`src/rtl/dlfp_pkg.sv`:
```
// Package for the dual link failover policy block.
// Holds widths, codes, defaults and the shared structs; used by every rtl file.
`default_nettype none

package dlfp_pkg;

    // Time and counter widths
    localparam int TIME_BITS         = 48;
    localparam int MAX_BACKOFF_LEVEL = 16;
    localparam int LEVEL_W           = $clog2(MAX_BACKOFF_LEVEL + 1);
    localparam int COUNT_W           = 8;
    localparam int BASE_W            = 16;
    localparam int SPAN_W            = 32;
    localparam int OVR_W             = 2;
    localparam int CFG_IDX_W         = 3;
    localparam int CFG_DATA_W        = 32;
    localparam int SHIFT_W           = BASE_W + MAX_BACKOFF_LEVEL;
    localparam int WAIT_W            = (SHIFT_W > SPAN_W) ? SHIFT_W : SPAN_W;

    localparam logic [COUNT_W-1:0] COUNT_MAX = {COUNT_W{1'b1}};
    localparam logic [LEVEL_W-1:0] LEVEL_MAX = LEVEL_W'(MAX_BACKOFF_LEVEL);

    // Health override modes
    localparam logic [OVR_W-1:0] OVR_AUTO = 2'd0;
    localparam logic [OVR_W-1:0] OVR_DOWN = 2'd1;
    localparam logic [OVR_W-1:0] OVR_UP   = 2'd2;

    // Uplink codes (egress, net status and transport share them)
    localparam logic [1:0] EG_NONE     = 2'd0;
    localparam logic [1:0] EG_WIRED    = 2'd1;
    localparam logic [1:0] EG_WIRELESS = 2'd2;

    // Item kinds
    localparam logic FUNC_TICK = 1'b0;
    localparam logic FUNC_JOIN = 1'b1;

    // Configuration register indexes
    localparam logic [CFG_IDX_W-1:0] REG_WIRED_OVR     = 3'd0;
    localparam logic [CFG_IDX_W-1:0] REG_WIRELESS_OVR  = 3'd1;
    localparam logic [CFG_IDX_W-1:0] REG_BACKOFF_BASE  = 3'd2;
    localparam logic [CFG_IDX_W-1:0] REG_BACKOFF_CAP   = 3'd3;
    localparam logic [CFG_IDX_W-1:0] REG_PING_LIMIT    = 3'd4;
    localparam logic [CFG_IDX_W-1:0] REG_RETURN_HOLD   = 3'd5;
    localparam logic [CFG_IDX_W-1:0] REG_STABLE_WINDOW = 3'd6;
    localparam logic [CFG_IDX_W-1:0] REG_JOIN_TRIES    = 3'd7;

    // Register defaults after reset
    localparam logic [BASE_W-1:0]  DEF_BACKOFF_BASE  = 16'd1000;
    localparam logic [SPAN_W-1:0]  DEF_BACKOFF_CAP   = 32'd60000;
    localparam logic [COUNT_W-1:0] DEF_PING_LIMIT    = 8'd3;
    localparam logic [SPAN_W-1:0]  DEF_RETURN_HOLD   = 32'd10000;
    localparam logic [SPAN_W-1:0]  DEF_STABLE_WINDOW = 32'd60000;
    localparam logic [COUNT_W-1:0] DEF_JOIN_TRIES    = 8'd3;

    typedef struct packed {
        logic [OVR_W-1:0]   wired_ovr;
        logic [OVR_W-1:0]   wireless_ovr;
        logic [BASE_W-1:0]  backoff_base;
        logic [SPAN_W-1:0]  backoff_cap;
        logic [COUNT_W-1:0] ping_fail_limit;
        logic [SPAN_W-1:0]  return_hold;
        logic [SPAN_W-1:0]  stable_window;
        logic [COUNT_W-1:0] join_reset_tries;
    } cfg_t;

    typedef struct packed {
        logic                 func;
        logic [TIME_BITS-1:0] now;
        logic                 wired_link;
        logic                 wired_has_addr;
        logic                 ping_good;
        logic                 ping_taken;
        logic                 wireless_assoc;
        logic                 wireless_has_addr;
        logic                 join_good;
    } item_t;

    typedef struct packed {
        logic                 last_link;
        logic [COUNT_W-1:0]   ping_fail_count;
        logic                 healthy_valid;
        logic [TIME_BITS-1:0] healthy_since;
        logic                 online_valid;
        logic [TIME_BITS-1:0] online_since;
        logic [LEVEL_W-1:0]   wired_level;
        logic [TIME_BITS-1:0] probe_time;
        logic [1:0]           egress;
        logic [COUNT_W-1:0]   join_fail_count;
        logic [LEVEL_W-1:0]   join_level;
        logic                 reset_request;
    } state_t;

    typedef struct packed {
        logic [1:0]           egress;
        logic [1:0]           net_status;
        logic [1:0]           transport;
        logic                 reconnect;
        logic [TIME_BITS-1:0] next_probe;
        logic                 wired_ok;
        logic                 wireless_ok;
        logic                 module_reset_req;
        logic [LEVEL_W-1:0]   join_backoff_level;
    } result_t;

endpackage

`default_nettype wire

```
`src/rtl/dlfp_step.sv`:
```
// Per-transaction policy logic: next state and result from the current state.
// Pure combinational; depends on dlfp_pkg.
`default_nettype none

module dlfp_step
    import dlfp_pkg::*;
(
    input  wire cfg_t    cfg,
    input  wire state_t  cur,
    input  wire item_t   item,
    output state_t  nxt,
    output result_t res
);

    logic                 rise;
    logic                 wok;
    logic                 fok;
    logic [COUNT_W-1:0]   ping_cnt;
    logic [WAIT_W-1:0]    wait_shift;
    logic [SPAN_W-1:0]    wait_ms;
    logic [TIME_BITS:0]   probe_sum;
    logic [TIME_BITS-1:0] online_age;
    logic [TIME_BITS-1:0] healthy_ref;
    logic [TIME_BITS-1:0] healthy_age;
    logic [1:0]           desired;
    logic [COUNT_W-1:0]   jcnt;

    // Backoff wait for the current level: base doubled per level, capped
    assign wait_shift = WAIT_W'(cfg.backoff_base) << cur.wired_level;
    assign wait_ms    = (wait_shift > WAIT_W'(cfg.backoff_cap)) ?
                        cfg.backoff_cap : wait_shift[SPAN_W-1:0];
    assign probe_sum  = {1'b0, item.now} + (TIME_BITS + 1)'(wait_ms);

    assign online_age  = item.now - cur.online_since;
    assign healthy_ref = cur.healthy_valid ? cur.healthy_since : item.now;
    assign healthy_age = item.now - healthy_ref;
    assign rise        = item.wired_link & ~cur.last_link;

    // Wireless health with override
    always_comb
    begin
        case (cfg.wireless_ovr)
            OVR_DOWN: fok = 1'b0;
            OVR_UP:   fok = 1'b1;
            default:  fok = item.wireless_assoc & item.wireless_has_addr;
        endcase
    end

    // Wired health with override and ping failure count
    always_comb
    begin
        ping_cnt = cur.ping_fail_count;
        case (cfg.wired_ovr)
            OVR_AUTO:
            begin
                if (item.ping_taken)
                begin
                    if (!item.ping_good)
                    begin
                        if (ping_cnt != COUNT_MAX)
                            ping_cnt = ping_cnt + 1'b1;
                    end
                    else
                        ping_cnt = '0;
                end
                wok = item.wired_link & item.wired_has_addr &
                      (ping_cnt < cfg.ping_fail_limit);
            end
            OVR_UP:
            begin
                ping_cnt = '0;
                wok      = 1'b1;
            end
            default:
            begin
                ping_cnt = cfg.ping_fail_limit;
                wok      = 1'b0;
            end
        endcase
    end

    // Uplink choice: wired preferred, return from wireless after the hold
    always_comb
    begin
        if (wok)
        begin
            if (cur.egress == EG_WIRELESS)
                desired = (healthy_age >= TIME_BITS'(cfg.return_hold)) ?
                          EG_WIRED : EG_WIRELESS;
            else
                desired = EG_WIRED;
        end
        else if (fok)
            desired = EG_WIRELESS;
        else
            desired = EG_NONE;
    end

    // Next state and result
    always_comb
    begin
        nxt  = cur;
        jcnt = cur.join_fail_count;
        if (item.func == FUNC_JOIN)
        begin
            // join result: count failures, raise the module reset request
            nxt.reset_request = 1'b0;
            if (item.join_good)
            begin
                nxt.join_fail_count = '0;
                nxt.join_level      = '0;
            end
            else
            begin
                if (jcnt != COUNT_MAX)
                    jcnt = jcnt + 1'b1;
                if (jcnt >= cfg.join_reset_tries)
                begin
                    nxt.reset_request = 1'b1;
                    jcnt              = '0;
                end
                nxt.join_fail_count = jcnt;
                if (cur.join_level < LEVEL_MAX)
                    nxt.join_level = cur.join_level + 1'b1;
            end
        end
        else
        begin
            nxt.last_link       = item.wired_link;
            nxt.ping_fail_count = ping_cnt;
            if (rise)
                nxt.probe_time = item.now;
            if (wok)
            begin
                nxt.probe_time = item.now;
                if (!cur.healthy_valid)
                begin
                    nxt.healthy_valid = 1'b1;
                    nxt.healthy_since = item.now;
                end
                if (!cur.online_valid)
                begin
                    nxt.online_valid = 1'b1;
                    nxt.online_since = item.now;
                end
                else if (online_age >= TIME_BITS'(cfg.stable_window))
                    nxt.wired_level = '0;
            end
            else
            begin
                nxt.healthy_valid = 1'b0;
                nxt.healthy_since = '0;
                // failed probe: push the next probe out, saturating
                if (cfg.wired_ovr == OVR_AUTO && item.ping_taken && !item.ping_good && !rise)
                begin
                    if (cur.wired_level < LEVEL_MAX)
                        nxt.wired_level = cur.wired_level + 1'b1;
                    nxt.probe_time = probe_sum[TIME_BITS] ? {TIME_BITS{1'b1}} :
                                     probe_sum[TIME_BITS-1:0];
                end
            end
            nxt.egress = desired;
        end

        res.egress             = nxt.egress;
        res.net_status         = nxt.egress;
        res.transport          = nxt.egress;
        res.reconnect          = (item.func == FUNC_TICK) && (desired != cur.egress);
        res.next_probe         = nxt.probe_time;
        res.wired_ok           = (item.func == FUNC_TICK) && wok;
        res.wireless_ok        = (item.func == FUNC_TICK) && fok;
        res.module_reset_req   = nxt.reset_request;
        res.join_backoff_level = nxt.join_level;
    end

endmodule

`default_nettype wire

```
`src/rtl/dual_link_failover_policy.sv`:
```
// Top level of the dual link failover policy: ports, registers, pipeline control.
// Depends on dlfp_pkg and dlfp_step.
`default_nettype none

// Picks the active uplink (wired or wireless) for each tick transaction and
// tracks wireless join failures for join transactions; one result per input.
// Each transaction waits in the input register until it can advance and then lands
// in the output register, so the block takes one transaction every clock cycle
// while out_stall is low, and out_valid rises once the transaction reaches the
// output register and its result is offered. The policy state is
// updated in the cycle the transaction moves into the output register, so the
// next transaction sees it at once. An input is still taken while a result
// waits on out_stall, as long as the input register is free. Configuration
// writes take effect on the next cycle and belong in idle periods.

module dual_link_failover_policy
    import dlfp_pkg::*;
(
    input  wire                    clk,
    input  wire                    rst_n,
    // configuration
    input  wire                    cfg_write,
    input  wire  [CFG_IDX_W-1:0]   cfg_index,
    input  wire  [CFG_DATA_W-1:0]  cfg_data,
    // input channel
    input  wire                    in_valid,
    output logic                   in_stall,
    input  wire                    func,
    input  wire  [TIME_BITS-1:0]   now,
    input  wire                    wired_link,
    input  wire                    wired_has_addr,
    input  wire                    ping_good,
    input  wire                    ping_taken,
    input  wire                    wireless_assoc,
    input  wire                    wireless_has_addr,
    input  wire                    join_good,
    // output channel
    output logic                   out_valid,
    input  wire                    out_stall,
    output logic [1:0]             egress,
    output logic [1:0]             net_status,
    output logic [1:0]             transport,
    output logic                   reconnect,
    output logic [TIME_BITS-1:0]   next_probe,
    output logic                   wired_ok,
    output logic                   wireless_ok,
    output logic                   module_reset_req,
    output logic [LEVEL_W-1:0]     join_backoff_level
);

    cfg_t    cfg_reg;
    state_t  state_reg;
    state_t  state_next;
    item_t   item_reg;
    result_t res_reg;
    result_t res_next;
    logic    in_valid_reg;
    logic    out_valid_reg;
    logic    advance;
    logic    in_take;

    assign advance  = in_valid_reg && (!out_valid_reg || !out_stall);
    assign in_stall = in_valid_reg && !advance;
    assign in_take  = in_valid && !in_stall;

    // Configuration registers
    always_ff @(posedge clk or negedge rst_n)
    begin
        if (!rst_n)
        begin
            cfg_reg.wired_ovr        <= OVR_AUTO;
            cfg_reg.wireless_ovr     <= OVR_AUTO;
            cfg_reg.backoff_base     <= DEF_BACKOFF_BASE;
            cfg_reg.backoff_cap      <= DEF_BACKOFF_CAP;
            cfg_reg.ping_fail_limit  <= DEF_PING_LIMIT;
            cfg_reg.return_hold      <= DEF_RETURN_HOLD;
            cfg_reg.stable_window    <= DEF_STABLE_WINDOW;
            cfg_reg.join_reset_tries <= DEF_JOIN_TRIES;
        end
        else if (cfg_write)
        begin
            case (cfg_index)
                REG_WIRED_OVR:     cfg_reg.wired_ovr        <= cfg_data[OVR_W-1:0];
                REG_WIRELESS_OVR:  cfg_reg.wireless_ovr     <= cfg_data[OVR_W-1:0];
                REG_BACKOFF_BASE:  cfg_reg.backoff_base     <= cfg_data[BASE_W-1:0];
                REG_BACKOFF_CAP:   cfg_reg.backoff_cap      <= cfg_data[SPAN_W-1:0];
                REG_PING_LIMIT:    cfg_reg.ping_fail_limit  <= cfg_data[COUNT_W-1:0];
                REG_RETURN_HOLD:   cfg_reg.return_hold      <= cfg_data[SPAN_W-1:0];
                REG_STABLE_WINDOW: cfg_reg.stable_window    <= cfg_data[SPAN_W-1:0];
                REG_JOIN_TRIES:    cfg_reg.join_reset_tries <= cfg_data[COUNT_W-1:0];
                default:           cfg_reg.join_reset_tries <= cfg_reg.join_reset_tries;
            endcase
        end
    end

    // Input stage: hold the accepted transaction until it advances
    always_ff @(posedge clk or negedge rst_n)
    begin
        if (!rst_n)
            in_valid_reg <= 1'b0;
        else if (in_take)
            in_valid_reg <= 1'b1;
        else if (advance)
            in_valid_reg <= 1'b0;
    end

    always_ff @(posedge clk)
    begin
        if (in_take)
        begin
            item_reg.func              <= func;
            item_reg.now               <= now;
            item_reg.wired_link        <= wired_link;
            item_reg.wired_has_addr    <= wired_has_addr;
            item_reg.ping_good         <= ping_good;
            item_reg.ping_taken        <= ping_taken;
            item_reg.wireless_assoc    <= wireless_assoc;
            item_reg.wireless_has_addr <= wireless_has_addr;
            item_reg.join_good         <= join_good;
        end
    end

    dlfp_step u_step (
        .cfg  (cfg_reg),
        .cur  (state_reg),
        .item (item_reg),
        .nxt  (state_next),
        .res  (res_next)
    );

    // Policy state: update as the transaction advances
    always_ff @(posedge clk or negedge rst_n)
    begin
        if (!rst_n)
            state_reg <= '0;
        else if (advance)
            state_reg <= state_next;
    end

    // Output stage
    always_ff @(posedge clk or negedge rst_n)
    begin
        if (!rst_n)
            out_valid_reg <= 1'b0;
        else if (advance)
            out_valid_reg <= 1'b1;
        else if (!out_stall)
            out_valid_reg <= 1'b0;
    end

    always_ff @(posedge clk)
    begin
        if (advance)
            res_reg <= res_next;
    end

    assign out_valid          = out_valid_reg;
    assign egress             = res_reg.egress;
    assign net_status         = res_reg.net_status;
    assign transport          = res_reg.transport;
    assign reconnect          = res_reg.reconnect;
    assign next_probe         = res_reg.next_probe;
    assign wired_ok           = res_reg.wired_ok;
    assign wireless_ok        = res_reg.wireless_ok;
    assign module_reset_req   = res_reg.module_reset_req;
    assign join_backoff_level = res_reg.join_backoff_level;

endmodule

`default_nettype wire

```
`config.mk`:
```
export PLATFORM = sky130hd
export DESIGN_NAME = dual_link_failover_policy
export DESIGN_NICKNAME = d
export VERILOG_FILES = /design/src/rtl/dlfp_pkg.sv /design/src/rtl/dlfp_step.sv /design/src/rtl/dual_link_failover_policy.sv
export SDC_FILE = /design/constraint.sdc
export NUM_CORES = 1
export LEC_CHECK = 0
export ABC_AREA = 1
export BUFFER_PORTS_ARGS = -buffer_cell sky130_fd_sc_hd__buf_2
export CAP_MARGIN = 20
export CORE_MARGIN = 1
export CORE_UTILIZATION = 28
export DETAILED_ROUTE_END_ITERATION = 12
export GPL_TIMING_DRIVEN = 0
export HOLD_SLACK_MARGIN = 0.08
export PLACE_DENSITY = 0.53
export SLEW_MARGIN = 20
export SYNTH_ARGS = -nofsm -noshare
export SYNTH_HDL_FRONTEND = slang
export SYNTH_SLANG_ARGS = --single-unit
```
`constraint.sdc`:
```
create_clock -name clk -period 7.58 [get_ports clk]
set_input_delay 1.516 -clock clk [delete_from_list [all_inputs] [get_ports clk]]
set_output_delay 1.516 -clock clk [all_outputs]
set_load 0.05 [all_outputs]
```
==> results.sh, run 1 <==
export IMPL_ys_ff_latch=425
export IMPL_rsz0062_at_grt="false"
export IMPL_synthArstFlopShare_pct=72.94
export IMPL_start_util_pct=28.25
export IMPL_ant_nets=0
export IMPL_synth_top_area_cell="dfrtp_1"
export IMPL_fillers=12540
export IMPL_core_rowCount=124
export IMPL_fin_crit_sh_pct=94.97
export IMPL_synth_edff_count=115
export IMPL_track_usage_pct=21.46
export IMPL_port_buffers=160
export IMPL_slew_headroom_pct=36.05
export IMPL_n_antenna_cell=0
export IMPL_cts_repair_resized=2
export IMPL_skew_ps=69.33
export IMPL_slew_violations=0
export IMPL_cts_tree="yes"
export IMPL_ys_seq_area_share_pct=34.82
export IMPL_dieArea_sq_um=116700
export IMPL_htreeDepth=2
export IMPL_fmax_mhz=138.9
export IMPL_grt_max_degree=90
export IMPL_synth_nets=5004
export IMPL_critPathArrivalTime_ps=7630
export IMPL_synth_cell_types=56
export IMPL_first_pass_iters=6
export IMPL_antenna_found_initial=2
export IMPL_dp_hpwl_um=105200
export IMPL_grt_overflow_total=0
export IMPL_cts_hold_buffers=0
export IMPL_min_period_ps=7199
export IMPL_clkSinkCount=425
export IMPL_worst_setup_path_end_kind="flip-flop"
export IMPL_synth_top_area_share_pct=21.77
export IMPL_coreArea_sq_um=114300
export IMPL_cp_max_fo=19
export IMPL_p_total_w=0.01092
export IMPL_setup_ws_ps=381.3
export IMPL_grt_pass1_vias=29580
export IMPL_hold_violations=0
export IMPL_drive_gt1_share_pct=7.611
export IMPL_routed_wl_um=127500
export IMPL_synth_area_top_cells="dfrtp_1 (22%), nand2_1 (16%), edfxtp_1 (11%)"
export IMPL_die_x_um=341.6
export IMPL_worstMarginPinSlew_ps=949.2
export IMPL_power_density_nw_per_um2=295.0
export IMPL_final_util_pct=32.37
export IMPL_required_ps=8010
export IMPL_cts_root_buf="clkbuf_16"
export IMPL_p_leak_nw=17.61
export IMPL_cts_buffers=54
export IMPL_yosysMostFrequentCell="nand2_1"
export IMPL_grt_pass1_wl_um=187700
export IMPL_fin_nets=5224
export IMPL_dpl_worst_slack_ps=-481.0
export IMPL_ios=161
export IMPL_yosys_top_cells_count="nand2_1 (1408), inv_1 (676), o21ai_0 (444), nor2_1 (382), dfrtp_1 (281)"
export IMPL_holdCritPathClass="reg -> reg"
export IMPL_start_kind="flip-flop"
export IMPL_outcome="finished clean"
export IMPL_clk_pin_slew_ps=60
export IMPL_setup_violations=0
export IMPL_yosys_warnings=0
export IMPL_viasPerCell=4.884
export IMPL_die_height_um=341.6
export IMPL_wl_per_cell_um=19.79
export IMPL_post_cts_setup_buffers=0
export IMPL_vias=31450
export IMPL_regArea_sq_um=11250
export IMPL_routabilityCongestion=0.9576
export IMPL_peakVddDrop_mv=0.2236
export IMPL_path_class="reg -> reg"
export IMPL_synthCells=4661
export IMPL_clockBufferDepth=3
export IMPL_syn_area_sq_um=32300
export IMPL_synth_flop_cell="dfrtp_1"
export IMPL_drtIter0Drc=2888
export IMPL_clk_latency_ps=690
export IMPL_area_growth_pct=14.60
export IMPL_avgSynthCellArea_sq_um=6.930
export IMPL_multi_input_area_sq_um=17840
export IMPL_drv_cap=0
export IMPL_largest_reg_flops=176
export IMPL_drc=0
export IMPL_setup_tns_ps=0
-- through the flow --
stage / std cells / hold WS (ps) / instance area [sq um]
floorplan: 4661 / 434.0 / 32300
global placement: 6333 / 442.6 / 34990
detailed placement: 6338 / 453.1 / 35150
CTS: 6439 / 469.0 / 36990
global route: 6439 / 497.2 / 37020
finish: 6439 / 463.5 / 37020
-- per-layer routing --
metal	global-route usage [%]	up-vias	part of all wire, %	routed length, um
li1	-	15600	-	-
met1	29.82	14670	46	58500
met2	33.52	976	44	56080
met3	2.450	201	5.7	7239
met5	0	-	0.0055	7
met4	9.099	2	4.4	5633
-- critical path, stage by stage (launching register included) --
cell	delay, ps
dfrtp_2	610
clkbuf_2	470
buf_1	600
nand2_1	210
o21ai_0	120
ha_1	220
nand2_1	120
nor2_1	250
a21oi_1	170
o21ai_0	280
a21oi_1	120
xnor2_1	510
ha_1	380
a21oi_2	420
nand3_1	440
nor2_1	270
nand2_1	180
a21oi_1	170
nand3_1	90
nor2_1	110
nand3_1	410
nand2_1	320
nand2_1	120
nand2_1	80
nand3_1	120
nand2_1	100
inv_1	50
-- kinds of logic after synthesis --
family	Yosys count	share of synthesized area (%)
flops	425	34.82
fa+ha+maj	247	9.637
xor+xnor	111	3.010
buf+inv	820	10.01
simple gates	2108	26.17
compound gates	949	16.32
mux	1	0.03099
-- layout make-up --
type / instances / area share, %
timing repair buffer: 165 / 2.562
sequential: 425 / 30.39
clock buffer: 65 / 3.870
inverter: 683 / 6.939
buffer: 136 / 1.825
clock inverter: 37 / 1.115
tap: 1512 / 5.111
multi-input combinational: 3416 / 48.19
-- where the power goes --
| group | switching (W) | internal (W) | total (W) |
|---|---|---|---|
| Sequential | 0.000347 | 0.00288 | 0.00323 |
| Combinational | 0.00341 | 0.00158 | 0.00499 |
| Clock | 0.00113 | 0.00156 | 0.00270 |
-- final timing paths --
kind	from	to	slack, ps	depth (start not counted)
max	state_reg[166]$_DFFE_PN0P_	reconnect$_DFFE_PP_	380	26
min	in_valid_reg$_DFFE_PN0P_	out_valid$_DFFE_PN0P_	460	2
max reg2reg	state_reg[166]$_DFFE_PN0P_	reconnect$_DFFE_PP_	380	26
min reg2reg	in_valid_reg$_DFFE_PN0P_	out_valid$_DFFE_PN0P_	460	2
max in group asynchronous	rst_n	state_reg[166]$_DFFE_PN0P_	5530	3
min in group asynchronous	rst_n	cfg_reg[47]$_DFFE_PN0P_	790	1
-- cell usage in the layout, fill, tap and decap left out, types with 29 or more instances in the layout --
master | netlist | routed
a21oi_1 | 253 | 252
o21ai_1 | 84 | 88
clkbuf_1 | 87 | 88
ha_1 | 244 | 244
nand4_1 | 52 | 52
dfstp_2 | 29 | 29
dfrtp_1 | 281 | 280
nand2_1 | 1408 | 1408
nand3_1 | 178 | 178
nor2_1 | 382 | 382
clkbuf_16 | 0 | 54
inv_1 | 676 | 675
o21ai_0 | 444 | 440
buf_2 | 11 | 169
xnor2_1 | 33 | 33
xor2_1 | 78 | 78
nor3_1 | 54 | 54
edfxtp_1 | 115 | 115
Power figures use the tool's default switching activity.
==> inputs of run 2 (changes only) <==
--- a/config.mk
+++ b/config.mk
@@ -10,10 +10,12 @@
 export CAP_MARGIN = 20
 export CORE_MARGIN = 1
 export CORE_UTILIZATION = 28
+export CTS_CLUSTER_SIZE = 25
 export DETAILED_ROUTE_END_ITERATION = 12
 export GPL_TIMING_DRIVEN = 0
 export HOLD_SLACK_MARGIN = 0.08
-export PLACE_DENSITY = 0.53
+export PLACE_DENSITY = 0.54
+export RECOVER_POWER = 100
 export SLEW_MARGIN = 20
 export SYNTH_ARGS = -nofsm -noshare
 export SYNTH_HDL_FRONTEND = slang
==> run 2 against run 1 <==
Clock power down 1%. Worst hold slack worse by 6.5 ps. Count of clock-buffer cells in the layout up 10. First-iteration DRC count down 4.2%. Non-clock buffer count up 1. Sequential share of layout area up 0.27 points. Total power down 0.67%. The run now ends with max-capacitance violations, max-slew violations left.
==> results.sh, run 2 (same netlist as run 1, synthesis figures left out) <==
export IMPL_min_period_ps=7080
export IMPL_core_rowCount=124
export IMPL_final_util_pct=32.08
export IMPL_power_switching_w=0.004858
export IMPL_slew_violations=340
export IMPL_ios=161
export IMPL_path_class="reg -> reg"
export IMPL_grt_overflow_total=0
export IMPL_hold_violations=0
export IMPL_cts_root_buf="clkbuf_16"
export IMPL_drtIter0Drc=2767
export IMPL_viasPerCell=4.920
export IMPL_violations="max-capacitance violations, max-slew violations"
export IMPL_outcome="finished with violations"
export IMPL_cp_max_fo=10
export IMPL_setup_tns_ps=0
export IMPL_intPower_w=0.005991
export IMPL_dp_hpwl_um=105300
export IMPL_setup_violations=0
export IMPL_critPathSlowestCell="dfrtp_2"
export IMPL_post_cts_setup_buffers=0
export IMPL_area_growth_pct=13.57
export IMPL_port_buffers=160
export IMPL_start_util_pct=28.25
export IMPL_holdPathEnd="out_valid$_DFFE_PN0P_"
export IMPL_skew_ps=49.83
export IMPL_critPathArrivalTime_ps=7510
export IMPL_die_x_um=341.6
export IMPL_die_height_um=341.6
export IMPL_wl_per_cell_um=19.80
export IMPL_worstReg2RegStart="state_reg[166]$_DFFE_PN0P_"
export IMPL_n_antenna_cell=0
export IMPL_hold_slack_ps=457.0
export IMPL_cp_common_cell="nand2_1"
export IMPL_clk_pin_slew_ps=60
export IMPL_clock_power_share_pct=24.5
export IMPL_htreeDepth=2
export IMPL_r2r_cells=28
export IMPL_worstMarginPinSlew_ps=4025
export IMPL_clk_latency_ps=670
export IMPL_antenna_found_initial=1
export IMPL_worst_setup_path_end_kind="flip-flop"
export IMPL_slew_headroom_pct=-168.4
export IMPL_fmax_mhz=141.2
export IMPL_cts_buffers=54
export IMPL_track_usage_pct=21.59
export IMPL_grt_max_degree=91
export IMPL_first_pass_iters=6
export IMPL_drv_cap=5
export IMPL_power_density_nw_per_um2=295.7
export IMPL_start_kind="flip-flop"
export IMPL_ant_nets=0
export IMPL_final_common_cell="nand2_1"
export IMPL_hold_path_depth=2
export IMPL_final_cell_mix="nand2_1 (1414), inv_1 (677), o21ai_0 (490)"
export IMPL_sequentialPowerShare_pct=29.8
export IMPL_cts_hold_buffers=0
export IMPL_fin_crit_sh_pct=93.40
export IMPL_clkSinkCount=425
export IMPL_peakVddDrop_mv=0.1782
export IMPL_coreArea_sq_um=114300
export IMPL_p_leak_nw=17.27
export IMPL_largest_reg_flops=176
export IMPL_dp_cells=6338
export IMPL_max_stage_delay_ps=540
export IMPL_hold_start="in_valid_reg$_DFFE_PN0P_"
export IMPL_stdcell_count=6439
export IMPL_comb_power_share_pct=45.7
export IMPL_swShare_pct=44.78
export IMPL_r2r_end="reconnect$_DFFE_PP_"
export IMPL_holdCritPathClass="reg -> reg"
export IMPL_drc=0
export IMPL_routabilityCongestion=0.9737
export IMPL_grt_pass1_vias=29800
export IMPL_routed_wl_um=127500
export IMPL_vias=31680
export IMPL_p_total_w=0.01085
export IMPL_cts_tree="yes"
export IMPL_clockBufferDepth=3
export IMPL_required_ps=8010
export IMPL_r2r_slack_ps=500
export IMPL_grt_pass1_wl_um=189300
export IMPL_fin_nets=5225
export IMPL_dieArea_sq_um=116700
export IMPL_drive_gt1_share_pct=5.561
[run 2: power groups by stage]
stage               clock, W  sequential, W  combinational [W]
floorplan                  0        0.00338            0.00320
global placement           0        0.00327            0.00487
global route         0.00282        0.00329            0.00555
detailed placement         0        0.00327            0.00493
CTS                  0.00274        0.00323            0.00496
finish               0.00266        0.00324            0.00495
[run 2: area by class of cell]
cell class / count / area [sq um]
clock inverters: 26 / 300.3
inverters: 683 / 2566
repair buffers: 165 / 738.2
clock buffers: 75 / 1531
flip-flops and latches: 425 / 11250
multi-input cells: 3416 / 17790
well taps: 1512 / 1892
plain buffers: 137 / 623.1
fillers: 12510 / 77660
[run 2: worst max-delay path by stage]
| stage | slack, ps | end | start | depth (start not counted) |
|---|---|---|---|---|
| after floorplan | 2140 | next_probe[46]$_DFFE_PP_ | state_reg[64]$_DFFE_PN0P_ | 40 |
| after global placement | -1530 | state_reg[58]$_DFFE_PN0P_ | rst_n | 1 |
| after detailed placement | -240 | reconnect$_DFFE_PP_ | state_reg[166]$_DFFE_PN0P_ | 28 |
| after CTS | 130 | reconnect$_DFFE_PP_ | state_reg[166]$_DFFE_PN0P_ | 28 |
| after global routing | -20 | next_probe[38]$_DFFE_PP_ | state_reg[64]$_DFFE_PN0P_ | 39 |
| final | 500 | reconnect$_DFFE_PP_ | state_reg[166]$_DFFE_PN0P_ | 28 |
[run 2: critical path, delay by kind of cell (launching register included)]
family                   cells  cell delay (ps)
AND/OR/NAND/NOR             18             3330
flip-flops                   1              540
AO/OA/AOI/OAI                4             1150
buffers and inverters        3              780
adder cells (fa/ha/maj)      2              680
XOR/XNOR                     1              290
[run 2: metrics by stage]
| stage | worst slack [ps] | instance area (sq um) |
|---|---|---|
| floorplan | 2142 | 32300 |
| global placement | -1532 | 34990 |
| detailed placement | -239.4 | 35150 |
| CTS | 129.5 | 36980 |
| global route | -16.91 | 36690 |
| finish | 500.0 | 36690 |
[run 2: layer usage]
layer  GRT usage, %  wire length (um)
met2          34.47             56680
met4          8.212              5373
met1          29.64             58490
met5              0                 0
met3          2.606              6915
[run 2: timing repair]
item | in CTS | in global routing
hold endpoints to repair | 0 | 0
pin swaps | 0 | 0
gates resized for setup | 2 | 16
endpoints found under the setup margin | 1 | 95
